## src/sv/mlfq_pkg.sv

```systemverilog
// Shared types and constants of the multilevel feedback queue scheduler.
package mlfq_pkg;

	localparam int MAX_JOBS   = 16;
	localparam int MAX_LEVELS = 4;
	localparam int BURST_BITS = 16;
	localparam int SLOT_W     = $clog2(MAX_JOBS);
	localparam int LVL_W      = 2;
	localparam int CNT_W      = SLOT_W + 1;
	localparam int BLVL_W     = LVL_W + 1;
	localparam int USED_W     = 16;
	localparam int TAG_W      = 8;
	localparam int TIME_W     = 32;
	localparam int CFG_IDX_W  = 3;
	localparam int CFG_DATA_W = 16;

	// Outcome codes of a result.
	localparam logic [2:0] OUT_ACCEPTED = 3'd0;
	localparam logic [2:0] OUT_FULL     = 3'd1;
	localparam logic [2:0] OUT_ZERO     = 3'd2;
	localparam logic [2:0] OUT_IDLE     = 3'd3;
	localparam logic [2:0] OUT_RAN      = 3'd4;

	// Opcodes of an input item.
	localparam logic OP_TICK   = 1'b0;
	localparam logic OP_ARRIVE = 1'b1;

	// Configuration register indexes.
	localparam logic [CFG_IDX_W-1:0] REG_LEVELS = 3'd0;
	localparam logic [CFG_IDX_W-1:0] REG_ALLOT0 = 3'd1;
	localparam logic [CFG_IDX_W-1:0] REG_ALLOT1 = 3'd2;
	localparam logic [CFG_IDX_W-1:0] REG_ALLOT2 = 3'd3;
	localparam logic [CFG_IDX_W-1:0] REG_ALLOT3 = 3'd4;
	localparam logic [CFG_IDX_W-1:0] REG_BOOST  = 3'd5;

	// One entry of the job table.
	typedef struct packed {
		logic [TAG_W-1:0]      tag;
		logic [BURST_BITS-1:0] remaining;
		logic [USED_W-1:0]     used;
		logic                  started;
	} job_rec_t;

endpackage

```

## src/sv/multilevel_feedback_queue_scheduler.sv

```systemverilog
// Top level of the multilevel feedback queue scheduler.
//
//  channel  | handshake                 | payload
//  input    | in_valid / in_ready       | opcode, job_tag, burst_length
//  result   | out_valid / out_ready     | outcome, run_tag, run_level, first_run,
//           |                           | completed, demoted, tick_time
//  config   | cfg_wr_en                 | cfg_index, cfg_data
//
// An arrive needs no further steps: slot search and both memory writes happen on the transfer.
// A tick that runs a job steps through requeue, queue memory read, job table read,
// then the update and write back; an idle tick ends after the requeue and level search.
// A boost walks serially through the queue memory, with a job table read-modify-write
// for each queued job, level by level, before the level search.
// Reset empties all queues and frees all slots at once; no clearing pass is needed.
// A result that is not taken holds the next result back, and input waits until it can go.
module multilevel_feedback_queue_scheduler (
	input  logic                                clk,
	input  logic                                arst_n,
	input  logic                                in_valid,
	output logic                                in_ready,
	input  logic                                opcode,
	input  logic [mlfq_pkg::TAG_W-1:0]          job_tag,
	input  logic [mlfq_pkg::BURST_BITS-1:0]     burst_length,
	output logic                                out_valid,
	input  logic                                out_ready,
	output logic [2:0]                          outcome,
	output logic [mlfq_pkg::TAG_W-1:0]          run_tag,
	output logic [mlfq_pkg::LVL_W-1:0]          run_level,
	output logic                                first_run,
	output logic                                completed,
	output logic                                demoted,
	output logic [mlfq_pkg::TIME_W-1:0]         tick_time,
	input  logic                                cfg_wr_en,
	input  logic [mlfq_pkg::CFG_IDX_W-1:0]      cfg_index,
	input  logic [mlfq_pkg::CFG_DATA_W-1:0]     cfg_data
);

	localparam int QA_W = mlfq_pkg::LVL_W + mlfq_pkg::SLOT_W;

	typedef enum logic [2:0] {
		ST_IDLE, ST_BNEXT, ST_BRDJ, ST_BWR, ST_SEL, ST_RRD, ST_RUN
	} state_t;

	state_t state_q;

	// Configuration registers.
	logic [2:0]                      levels_q;
	logic [mlfq_pkg::USED_W-1:0]     allot_q [mlfq_pkg::MAX_LEVELS];
	logic [15:0]                     period_q;
	logic [15:0]                     countdown_q;

	// Queue pointers, slot occupancy, pending requeue and time.
	logic [mlfq_pkg::SLOT_W-1:0]     head_q [mlfq_pkg::MAX_LEVELS];
	logic [mlfq_pkg::CNT_W-1:0]      cnt_q  [mlfq_pkg::MAX_LEVELS];
	logic [mlfq_pkg::MAX_JOBS-1:0]   busy_q;
	logic                            pend_valid_q;
	logic [mlfq_pkg::SLOT_W-1:0]     pend_slot_q;
	logic [mlfq_pkg::LVL_W-1:0]      pend_lvl_q;
	logic [mlfq_pkg::TIME_W-1:0]     time_q;

	// Walk and run bookkeeping.
	logic [mlfq_pkg::BLVL_W-1:0]     blvl_q;
	logic [mlfq_pkg::CNT_W-1:0]      bidx_q;
	logic [mlfq_pkg::SLOT_W-1:0]     slot_q;
	logic [mlfq_pkg::LVL_W-1:0]      run_lvl_q;

	// Memories and their registered read data.
	logic [mlfq_pkg::SLOT_W-1:0]     qmem [2**QA_W];
	mlfq_pkg::job_rec_t              jmem [mlfq_pkg::MAX_JOBS];
	logic [mlfq_pkg::SLOT_W-1:0]     qrd_q;
	mlfq_pkg::job_rec_t              jrd_q;

	logic                            q_we;
	logic [QA_W-1:0]                 q_waddr;
	logic [QA_W-1:0]                 q_raddr;
	logic [mlfq_pkg::SLOT_W-1:0]     q_wdata;
	logic                            j_we;
	logic [mlfq_pkg::SLOT_W-1:0]     j_waddr;
	logic [mlfq_pkg::SLOT_W-1:0]     j_raddr;
	mlfq_pkg::job_rec_t              j_wdata;

	logic                            ofree;
	logic                            in_xfer;
	logic                            res_load;
	logic                            arrive_ok;
	logic                            table_full;
	logic [mlfq_pkg::SLOT_W-1:0]     free_slot;
	logic                            any_ready;
	logic [mlfq_pkg::LVL_W-1:0]      sel_lvl;
	logic [mlfq_pkg::LVL_W-1:0]      walk_lvl;
	logic [2:0]                      k_act;
	logic [mlfq_pkg::BURST_BITS-1:0] rem_n;
	logic [mlfq_pkg::USED_W-1:0]     used_n;
	logic                            done_n;
	logic                            exhaust_n;
	logic [mlfq_pkg::LVL_W-1:0]      new_lvl;
	logic [mlfq_pkg::SLOT_W-1:0]     tail0;

	assign ofree     = !out_valid || out_ready;
	assign in_ready  = (state_q == ST_IDLE) && ofree;
	assign in_xfer   = in_valid && in_ready;
	assign table_full = &busy_q;
	assign arrive_ok = (opcode == mlfq_pkg::OP_ARRIVE) && (burst_length != '0) && !table_full;
	assign walk_lvl  = blvl_q[mlfq_pkg::LVL_W-1:0];
	assign tail0     = head_q[0] + cnt_q[0][mlfq_pkg::SLOT_W-1:0];

	// A new result enters the output register in this cycle.
	assign res_load = (state_q == ST_IDLE && in_xfer && opcode == mlfq_pkg::OP_ARRIVE) ||
		(state_q == ST_SEL && !any_ready && ofree) || (state_q == ST_RUN && ofree);

	// Lowest free slot.
	always_comb begin
		free_slot = '0;
		for (int i = mlfq_pkg::MAX_JOBS - 1; i >= 0; i--) begin
			if (!busy_q[i]) free_slot = mlfq_pkg::SLOT_W'(i);
		end
	end

	// Highest-priority non-empty level, the one with the lowest number.
	always_comb begin
		any_ready = 1'b0;
		sel_lvl   = '0;
		for (int l = mlfq_pkg::MAX_LEVELS - 1; l >= 0; l--) begin
			if (cnt_q[l] != '0) begin
				any_ready = 1'b1;
				sel_lvl   = mlfq_pkg::LVL_W'(l);
			end
		end
	end

	// Active level count, clamped to the legal range.
	always_comb begin
		if (levels_q == 3'd0) begin
			k_act = 3'd1;
		end else if (levels_q > 3'(mlfq_pkg::MAX_LEVELS)) begin
			k_act = 3'(mlfq_pkg::MAX_LEVELS);
		end else begin
			k_act = levels_q;
		end
	end

	// Update of the job that runs on this tick.
	always_comb begin
		rem_n     = jrd_q.remaining - mlfq_pkg::BURST_BITS'(jrd_q.remaining != '0);
		used_n    = jrd_q.used + mlfq_pkg::USED_W'(jrd_q.used != '1);
		done_n    = (rem_n == '0);
		exhaust_n = (used_n >= allot_q[run_lvl_q]);
		if ((3'(run_lvl_q) + 3'd1) < k_act) begin
			new_lvl = run_lvl_q + 1'b1;
		end else begin
			new_lvl = mlfq_pkg::LVL_W'(k_act - 3'd1);
		end
	end

	// Memory address and write selection.
	always_comb begin
		q_we    = 1'b0;
		q_waddr = '0;
		q_wdata = '0;
		j_we    = 1'b0;
		j_waddr = slot_q;
		j_wdata = jrd_q;
		j_raddr = qrd_q;
		if (state_q == ST_BNEXT && blvl_q == '0) begin
			q_raddr = {mlfq_pkg::LVL_W'(0), head_q[0] + bidx_q[mlfq_pkg::SLOT_W-1:0]};
		end else if (state_q == ST_BNEXT) begin
			q_raddr = {walk_lvl, head_q[walk_lvl]};
		end else begin
			q_raddr = {sel_lvl, head_q[sel_lvl]};
		end
		case (state_q)
			ST_IDLE: begin
				if (in_xfer && arrive_ok) begin
					q_we    = 1'b1;
					q_waddr = {mlfq_pkg::LVL_W'(0), tail0};
					q_wdata = free_slot;
					j_we    = 1'b1;
					j_waddr = free_slot;
					j_wdata = '{tag: job_tag, remaining: burst_length, used: '0,
						started: 1'b0};
				end else if (in_xfer && opcode == mlfq_pkg::OP_TICK && pend_valid_q) begin
					q_we    = 1'b1;
					q_waddr = {pend_lvl_q, head_q[pend_lvl_q] +
						cnt_q[pend_lvl_q][mlfq_pkg::SLOT_W-1:0]};
					q_wdata = pend_slot_q;
				end
			end
			ST_BWR: begin
				j_we         = 1'b1;
				j_wdata.used = '0;
				if (blvl_q != '0) begin
					q_we    = 1'b1;
					q_waddr = {mlfq_pkg::LVL_W'(0), tail0};
					q_wdata = slot_q;
				end
			end
			ST_RUN: begin
				if (ofree) begin
					j_we              = 1'b1;
					j_wdata.remaining = rem_n;
					j_wdata.used      = exhaust_n ? '0 : used_n;
					j_wdata.started   = 1'b1;
				end
			end
			default: begin
			end
		endcase
	end

	// Queue memory: one write and one registered read a cycle.
	always_ff @(posedge clk) begin
		if (q_we) qmem[q_waddr] <= q_wdata;
		qrd_q <= qmem[q_raddr];
	end

	// Job table memory: one write and one registered read a cycle.
	always_ff @(posedge clk) begin
		if (j_we) jmem[j_waddr] <= j_wdata;
		jrd_q <= jmem[j_raddr];
	end

	// Sequencer, queue pointers, configuration and the result register.
	always_ff @(posedge clk or negedge arst_n) begin
		if (!arst_n) begin
			state_q      <= ST_IDLE;
			levels_q     <= 3'd3;
			allot_q[0]   <= 16'd4;
			allot_q[1]   <= 16'd8;
			allot_q[2]   <= 16'd16;
			allot_q[3]   <= 16'd32;
			period_q     <= 16'd30;
			countdown_q  <= 16'd30;
			for (int l = 0; l < mlfq_pkg::MAX_LEVELS; l++) begin
				head_q[l] <= '0;
				cnt_q[l]  <= '0;
			end
			busy_q       <= '0;
			pend_valid_q <= 1'b0;
			pend_slot_q  <= '0;
			pend_lvl_q   <= '0;
			time_q       <= '0;
			blvl_q       <= '0;
			bidx_q       <= '0;
			slot_q       <= '0;
			run_lvl_q    <= '0;
			out_valid    <= 1'b0;
			outcome      <= mlfq_pkg::OUT_ACCEPTED;
			run_tag      <= '0;
			run_level    <= '0;
			first_run    <= 1'b0;
			completed    <= 1'b0;
			demoted      <= 1'b0;
			tick_time    <= '0;
		end else begin
			if (out_valid && out_ready && !res_load) out_valid <= 1'b0;

			// Configuration writes; the boost counter reloads with its period.
			if (cfg_wr_en) begin
				case (cfg_index)
					mlfq_pkg::REG_LEVELS: levels_q   <= cfg_data[2:0];
					mlfq_pkg::REG_ALLOT0: allot_q[0] <= cfg_data;
					mlfq_pkg::REG_ALLOT1: allot_q[1] <= cfg_data;
					mlfq_pkg::REG_ALLOT2: allot_q[2] <= cfg_data;
					mlfq_pkg::REG_ALLOT3: allot_q[3] <= cfg_data;
					mlfq_pkg::REG_BOOST: begin
						period_q    <= cfg_data;
						countdown_q <= cfg_data;
					end
					default: begin
					end
				endcase
			end

			case (state_q)
				ST_IDLE: begin
					if (in_xfer && opcode == mlfq_pkg::OP_ARRIVE) begin
						out_valid <= 1'b1;
						run_tag   <= job_tag;
						run_level <= '0;
						first_run <= 1'b0;
						completed <= 1'b0;
						demoted   <= 1'b0;
						tick_time <= time_q;
						if (burst_length == '0) begin
							outcome <= mlfq_pkg::OUT_ZERO;
						end else if (table_full) begin
							outcome <= mlfq_pkg::OUT_FULL;
						end else begin
							outcome           <= mlfq_pkg::OUT_ACCEPTED;
							busy_q[free_slot] <= 1'b1;
							cnt_q[0]          <= cnt_q[0] + 1'b1;
						end
					end else if (in_xfer) begin
						// Requeue the job of the previous tick, then decide on a boost.
						if (pend_valid_q) begin
							cnt_q[pend_lvl_q] <= cnt_q[pend_lvl_q] + 1'b1;
							pend_valid_q      <= 1'b0;
						end
						if (period_q != '0 && countdown_q == '0) begin
							countdown_q <= period_q - 1'b1;
							blvl_q      <= '0;
							bidx_q      <= '0;
							state_q     <= ST_BNEXT;
						end else begin
							if (period_q != '0) countdown_q <= countdown_q - 1'b1;
							state_q <= ST_SEL;
						end
					end
				end
				ST_BNEXT: begin
					// Level 0 stays in place; deeper levels are drained onto its tail.
					if (blvl_q == '0) begin
						if (bidx_q < cnt_q[0]) begin
							state_q <= ST_BRDJ;
						end else begin
							blvl_q <= blvl_q + 1'b1;
						end
					end else if (blvl_q == mlfq_pkg::BLVL_W'(mlfq_pkg::MAX_LEVELS)) begin
						state_q <= ST_SEL;
					end else if (cnt_q[walk_lvl] != '0) begin
						head_q[walk_lvl] <= head_q[walk_lvl] + 1'b1;
						cnt_q[walk_lvl]  <= cnt_q[walk_lvl] - 1'b1;
						state_q          <= ST_BRDJ;
					end else begin
						blvl_q <= blvl_q + 1'b1;
					end
				end
				ST_BRDJ: begin
					slot_q  <= qrd_q;
					state_q <= ST_BWR;
				end
				ST_BWR: begin
					if (blvl_q == '0) begin
						bidx_q <= bidx_q + 1'b1;
					end else begin
						cnt_q[0] <= cnt_q[0] + 1'b1;
					end
					state_q <= ST_BNEXT;
				end
				ST_SEL: begin
					if (any_ready) begin
						head_q[sel_lvl] <= head_q[sel_lvl] + 1'b1;
						cnt_q[sel_lvl]  <= cnt_q[sel_lvl] - 1'b1;
						run_lvl_q       <= sel_lvl;
						state_q         <= ST_RRD;
					end else if (ofree) begin
						out_valid <= 1'b1;
						outcome   <= mlfq_pkg::OUT_IDLE;
						run_tag   <= '0;
						run_level <= '0;
						first_run <= 1'b0;
						completed <= 1'b0;
						demoted   <= 1'b0;
						tick_time <= time_q;
						time_q    <= time_q + 1'b1;
						state_q   <= ST_IDLE;
					end
				end
				ST_RRD: begin
					slot_q  <= qrd_q;
					state_q <= ST_RUN;
				end
				ST_RUN: begin
					if (ofree) begin
						out_valid <= 1'b1;
						outcome   <= mlfq_pkg::OUT_RAN;
						run_tag   <= jrd_q.tag;
						run_level <= run_lvl_q;
						first_run <= !jrd_q.started;
						completed <= done_n;
						demoted   <= !done_n && exhaust_n;
						tick_time <= time_q;
						time_q    <= time_q + 1'b1;
						if (done_n) begin
							busy_q[slot_q] <= 1'b0;
						end else begin
							pend_valid_q <= 1'b1;
							pend_slot_q  <= slot_q;
							pend_lvl_q   <= exhaust_n ? new_lvl : run_lvl_q;
						end
						state_q <= ST_IDLE;
					end
				end
				default: state_q <= ST_IDLE;
			endcase
		end
	end

endmodule

```

## config.mk

```make
export PLATFORM = sky130hd
export DESIGN_NAME = multilevel_feedback_queue_scheduler
export DESIGN_NICKNAME = d
export VERILOG_FILES = /design/src/sv/mlfq_pkg.sv /design/src/sv/multilevel_feedback_queue_scheduler.sv
export SDC_FILE = /design/constraint.sdc
export NUM_CORES = 2
export LEC_CHECK = 0
export BUFFER_PORTS_ARGS = -buffer_cell sky130_fd_sc_hd__buf_2
export CORE_AREA = 2 2 390 392
export DETAILED_ROUTE_END_ITERATION = 10
export DIE_AREA = 0 0 392 394
export GPL_TIMING_DRIVEN = 0
export PLACE_DENSITY = 0.53
export SETUP_SLACK_MARGIN = 0.15
export SYNTH_ARGS = -nofsm -noshare
export SYNTH_HDL_FRONTEND = slang
export SYNTH_SLANG_ARGS = --single-unit
```

## constraint.sdc

```tcl
create_clock -name clk -period 5.75 [get_ports clk]
set_input_delay 0.2875 -clock clk [delete_from_list [all_inputs] [get_ports clk]]
set_output_delay 0.2875 -clock clk [all_outputs]
set_load 0.05 [all_outputs]
```

==> out/summary.txt <==
post-detailed-route wirelength per cell: 25.1 µm
Post-synth top cells: edfxtp_1, nand2_1, dfrtp_1
GRT Util Overall: 19.5%
Buffers on Ports: 98
Top FF cell, synth: edfxtp_1
final hold viol count: 0
Max-Cap Viols: 0
warnings from Yosys: 0
WP data arrival: 5.81 ns
Hold Path Depth: 5
DR pass1 iterations: 8
TritonCTS clock tree: built
CP Max Fanout: 10
multi-input logic area: 16900 µm²
area grow syn2layout: 16.6%
Seq cells post-synth: 1213
clk_lat worst skew: 0.77 ns
die area: 154000 µm²
Total Nets Final: 4006
top cell type's share of synthesized area: 52.3%
Tmin final: 5.39 ns
Clock H-tree levels: 4
initial antenna violation count: 7
status: completed
dpl hpwl: 101000 µm
Req. time, crit path: 6.17 ns
final period utilization: 93.8%
Rows: 143
Setup WS pre-CTS: -0.363 ns
Setup crit start: pend_lvl_q[0]
num ports: 99
Cell Area, Synth: 52300 µm²
Congestion Overflow GR: 0
Peak supply drop: 0.333 mV
Reg2Reg Depth: 13
Die W: 392 µm
hold_sp: cfg_index[0]
Clock Skews: 0.0233 ns
WS Path Type: reg -> reg
crit path capture type: register
CP Launch Type: register
Yosys top cell by area: edfxtp_1
clock slew at reported path FFs: 0.06 ns
pwr dens: 587 nW/µm²
total CTS buffers: 133
Initial DRC Count: 3539
post-route ant nets: 0
initial core utilization: 34.7%
DRC: 0
Slew @ Worst Pin: 1.42 ns
clk buf depth: 3
CTS root buf: clkbuf_16
Cell Area, Placed: 56400 µm²
CP max-delay cell: clkbuf_1
max-slew violation count: 0
largest net degree at the start of global routing: 112
Clock Sinks: 1213
share of post-route cells with drive strength above 1: 18.3%
wire length of the first global-routing pass: 222000 µm
worst r2r src: pend_lvl_q[0]
final instance area: 61000 µm²
Setup violations, final: 0
synth top area cells: edfxtp_1, dfrtp_1, mux4_2, nand2_1, dfxtp_1
final setup TNS: 0 ns
Async SR Flop Fraction: 21.1%
Post-CTS Repair Setup Buffers: 0
f_max: 0.185 GHz
Synth cell types: 81
post-synthesis average cell area: 14.5 µm²
Post-synth EDFFs: 912
Syn Nets: 3702
worst-path cell chain: clkbuf_1 -> clkbuf_1 -> mux4_2 -> ha_1 -> a21o_1 -> a21oi_1 -> xnor2_1 -> xnor2_1 -> nor2_1 -> a21oi_1 -> and2_1 -> nand3_1 -> nor2_1
vias per cell: 5.45
Max-slew headroom: 5.66%
P_leak: 21.3 nW
Post-Synthesis Cells: 3598
core box area: 151000 µm²
RSZ-0062 raised after global routing: yes
drt total wl: 152000 µm
vias in the first global route: 32600
crit-path max cell delay: 0.76 ns
Tightest Hold Check Type: in -> reg
Vias: 33000
register area share after synthesis: 66.3%
FILL cells: 14000
most common cell in the synthesized netlist: edfxtp_1
fin worst setup slack: 0.357 ns
Chip Height: 394 µm
Placer Congestion: 0.909
Sequential Area: 34700 µm²
[worst paths after layout]
check,to,slack (ns)
worst min-delay path,period_q[10],0.05
worst max-delay path,qmem[52][3],0.36
min in group asynchronous,time_q[23],0.09
max in group asynchronous,head_q[7],4.43
worst min register to register,tick_time[30],0.46
worst max register to register,qmem[52][3],0.36
[critical path, delay by kind of cell (launching register included)]
| kind | cells | cell delay [ns] |
|---|---|---|
| DFF | 1 | 0.33 |
| buffers and inverters | 2 | 1.44 |
| muxes | 1 | 0.66 |
| AOI/OAI and AO/OA | 3 | 0.55 |
| adders and majority gates | 1 | 0.32 |
| xor gates and xnor gates | 2 | 0.36 |
| and+or+nand+nor | 4 | 1.37 |
[power breakdown]
group / internal (mW) / total [mW] / switching [mW]
combinational: 5.17 / 15.2 / 10.0
clock: 4.79 / 8.32 / 3.54
sequential: 11.5 / 12.3 / 0.809
total: 21.4 / 35.8 / 14.4
[sequential cells by signal, summed over array words and instances, names as in the netlist, 2 cells and up]
register and count:
j_raddr 4, allot_q 64, time_q 32, qmem 256
tick_time 32, outcome 3, pend_slot_q 4, cnt_q 20
blvl_q 3, run_tag 8, levels_q 3, head_q 16
period_q 16, busy_q 16, jmem 656, slot_q 4
bidx_q 5, run_level 2, pend_lvl_q 2, run_lvl_q 2
jrd_q 41, state_q 3, countdown_q 16
[metrics by stage]
| step | util (%) | instances | hold WS [ns] | power (mW) |
|---|---|---|---|---|
| 3_5_place_dp | 37.4 | 5766 | 0.218 | 27.4 |
| 2_1_floorplan | - | 3598 | -0.00809 | 21.9 |
| 6_report | 40.5 | 6047 | 0.0543 | 35.8 |
| 3_3_place_gp | 36.7 | 5726 | 0.449 | 27.2 |
| 5_1_grt | 40.5 | 6043 | 0.0712 | 37.5 |
| 4_1_cts | 40.4 | 6041 | 0.00695 | 35.8 |
[layer usage]
layer | global-route usage [%] | routed length (µm) | up-vias
met1 | 27.6 | 66400 | 17000
met5 | 0 | 0 | -
met4 | 6.58 | 4200 | 0
met3 | 3.97 | 11700 | 238
li1 | - | - | 14500
met2 | 29.9 | 69700 | 1231
[placed cells by master (no fill, tap or decap), types with 29 or more instances in the layout]
cell type / synthesis / routed
edfxtp_1: 912 / 912
nand3_1: 120 / 120
buf_1: 40 / 36
a211oi_1: 42 / 42
a22o_1: 32 / 32
nor3_1: 34 / 34
dfrtp_1: 242 / 242
a21oi_1: 119 / 119
a32oi_1: 31 / 31
mux2_2: 72 / 72
inv_1: 63 / 62
dlygate4sd3_1: 0 / 30
ha_1: 52 / 52
a221o_1: 31 / 31
o21ai_0: 98 / 93
clkbuf_1: 124 / 166
mux4_2: 238 / 238
o22ai_1: 29 / 29
xor2_1: 37 / 37
buf_2: 20 / 117
xnor2_1: 64 / 64
dfxtp_1: 45 / 45
nand2_1: 555 / 554
clkbuf_16: 0 / 140
nor2_1: 200 / 183
[cell type report]
class,count,area share [%]
buffer,186,1.23
clock buffer,201,6.38
tap,2030,4.16
multi-input combinational,2136,27.6
timing repair buffer,169,2.74
clock inverter,43,0.556
sequential,1213,56.9
antenna,6,0.0246
inverter,63,0.388
[logic make-up after synthesis]
kind of cell	synth area share, %
muxes	12.0
xor gates and xnor gates	1.69
buffers and inverters	1.86
AOI/OAI and AO/OA	7.27
DFF	66.3
adders and majority gates	1.36
and+or+nand+nor	9.47
[what timing repair did]
action	4_1_cts	5_1_grt
endpoints found under the hold margin	251	0
resized for setup	6	18
hold buffers	31	0
endpoints found under the setup margin	145	164
(Power assumes the default switching activity.)
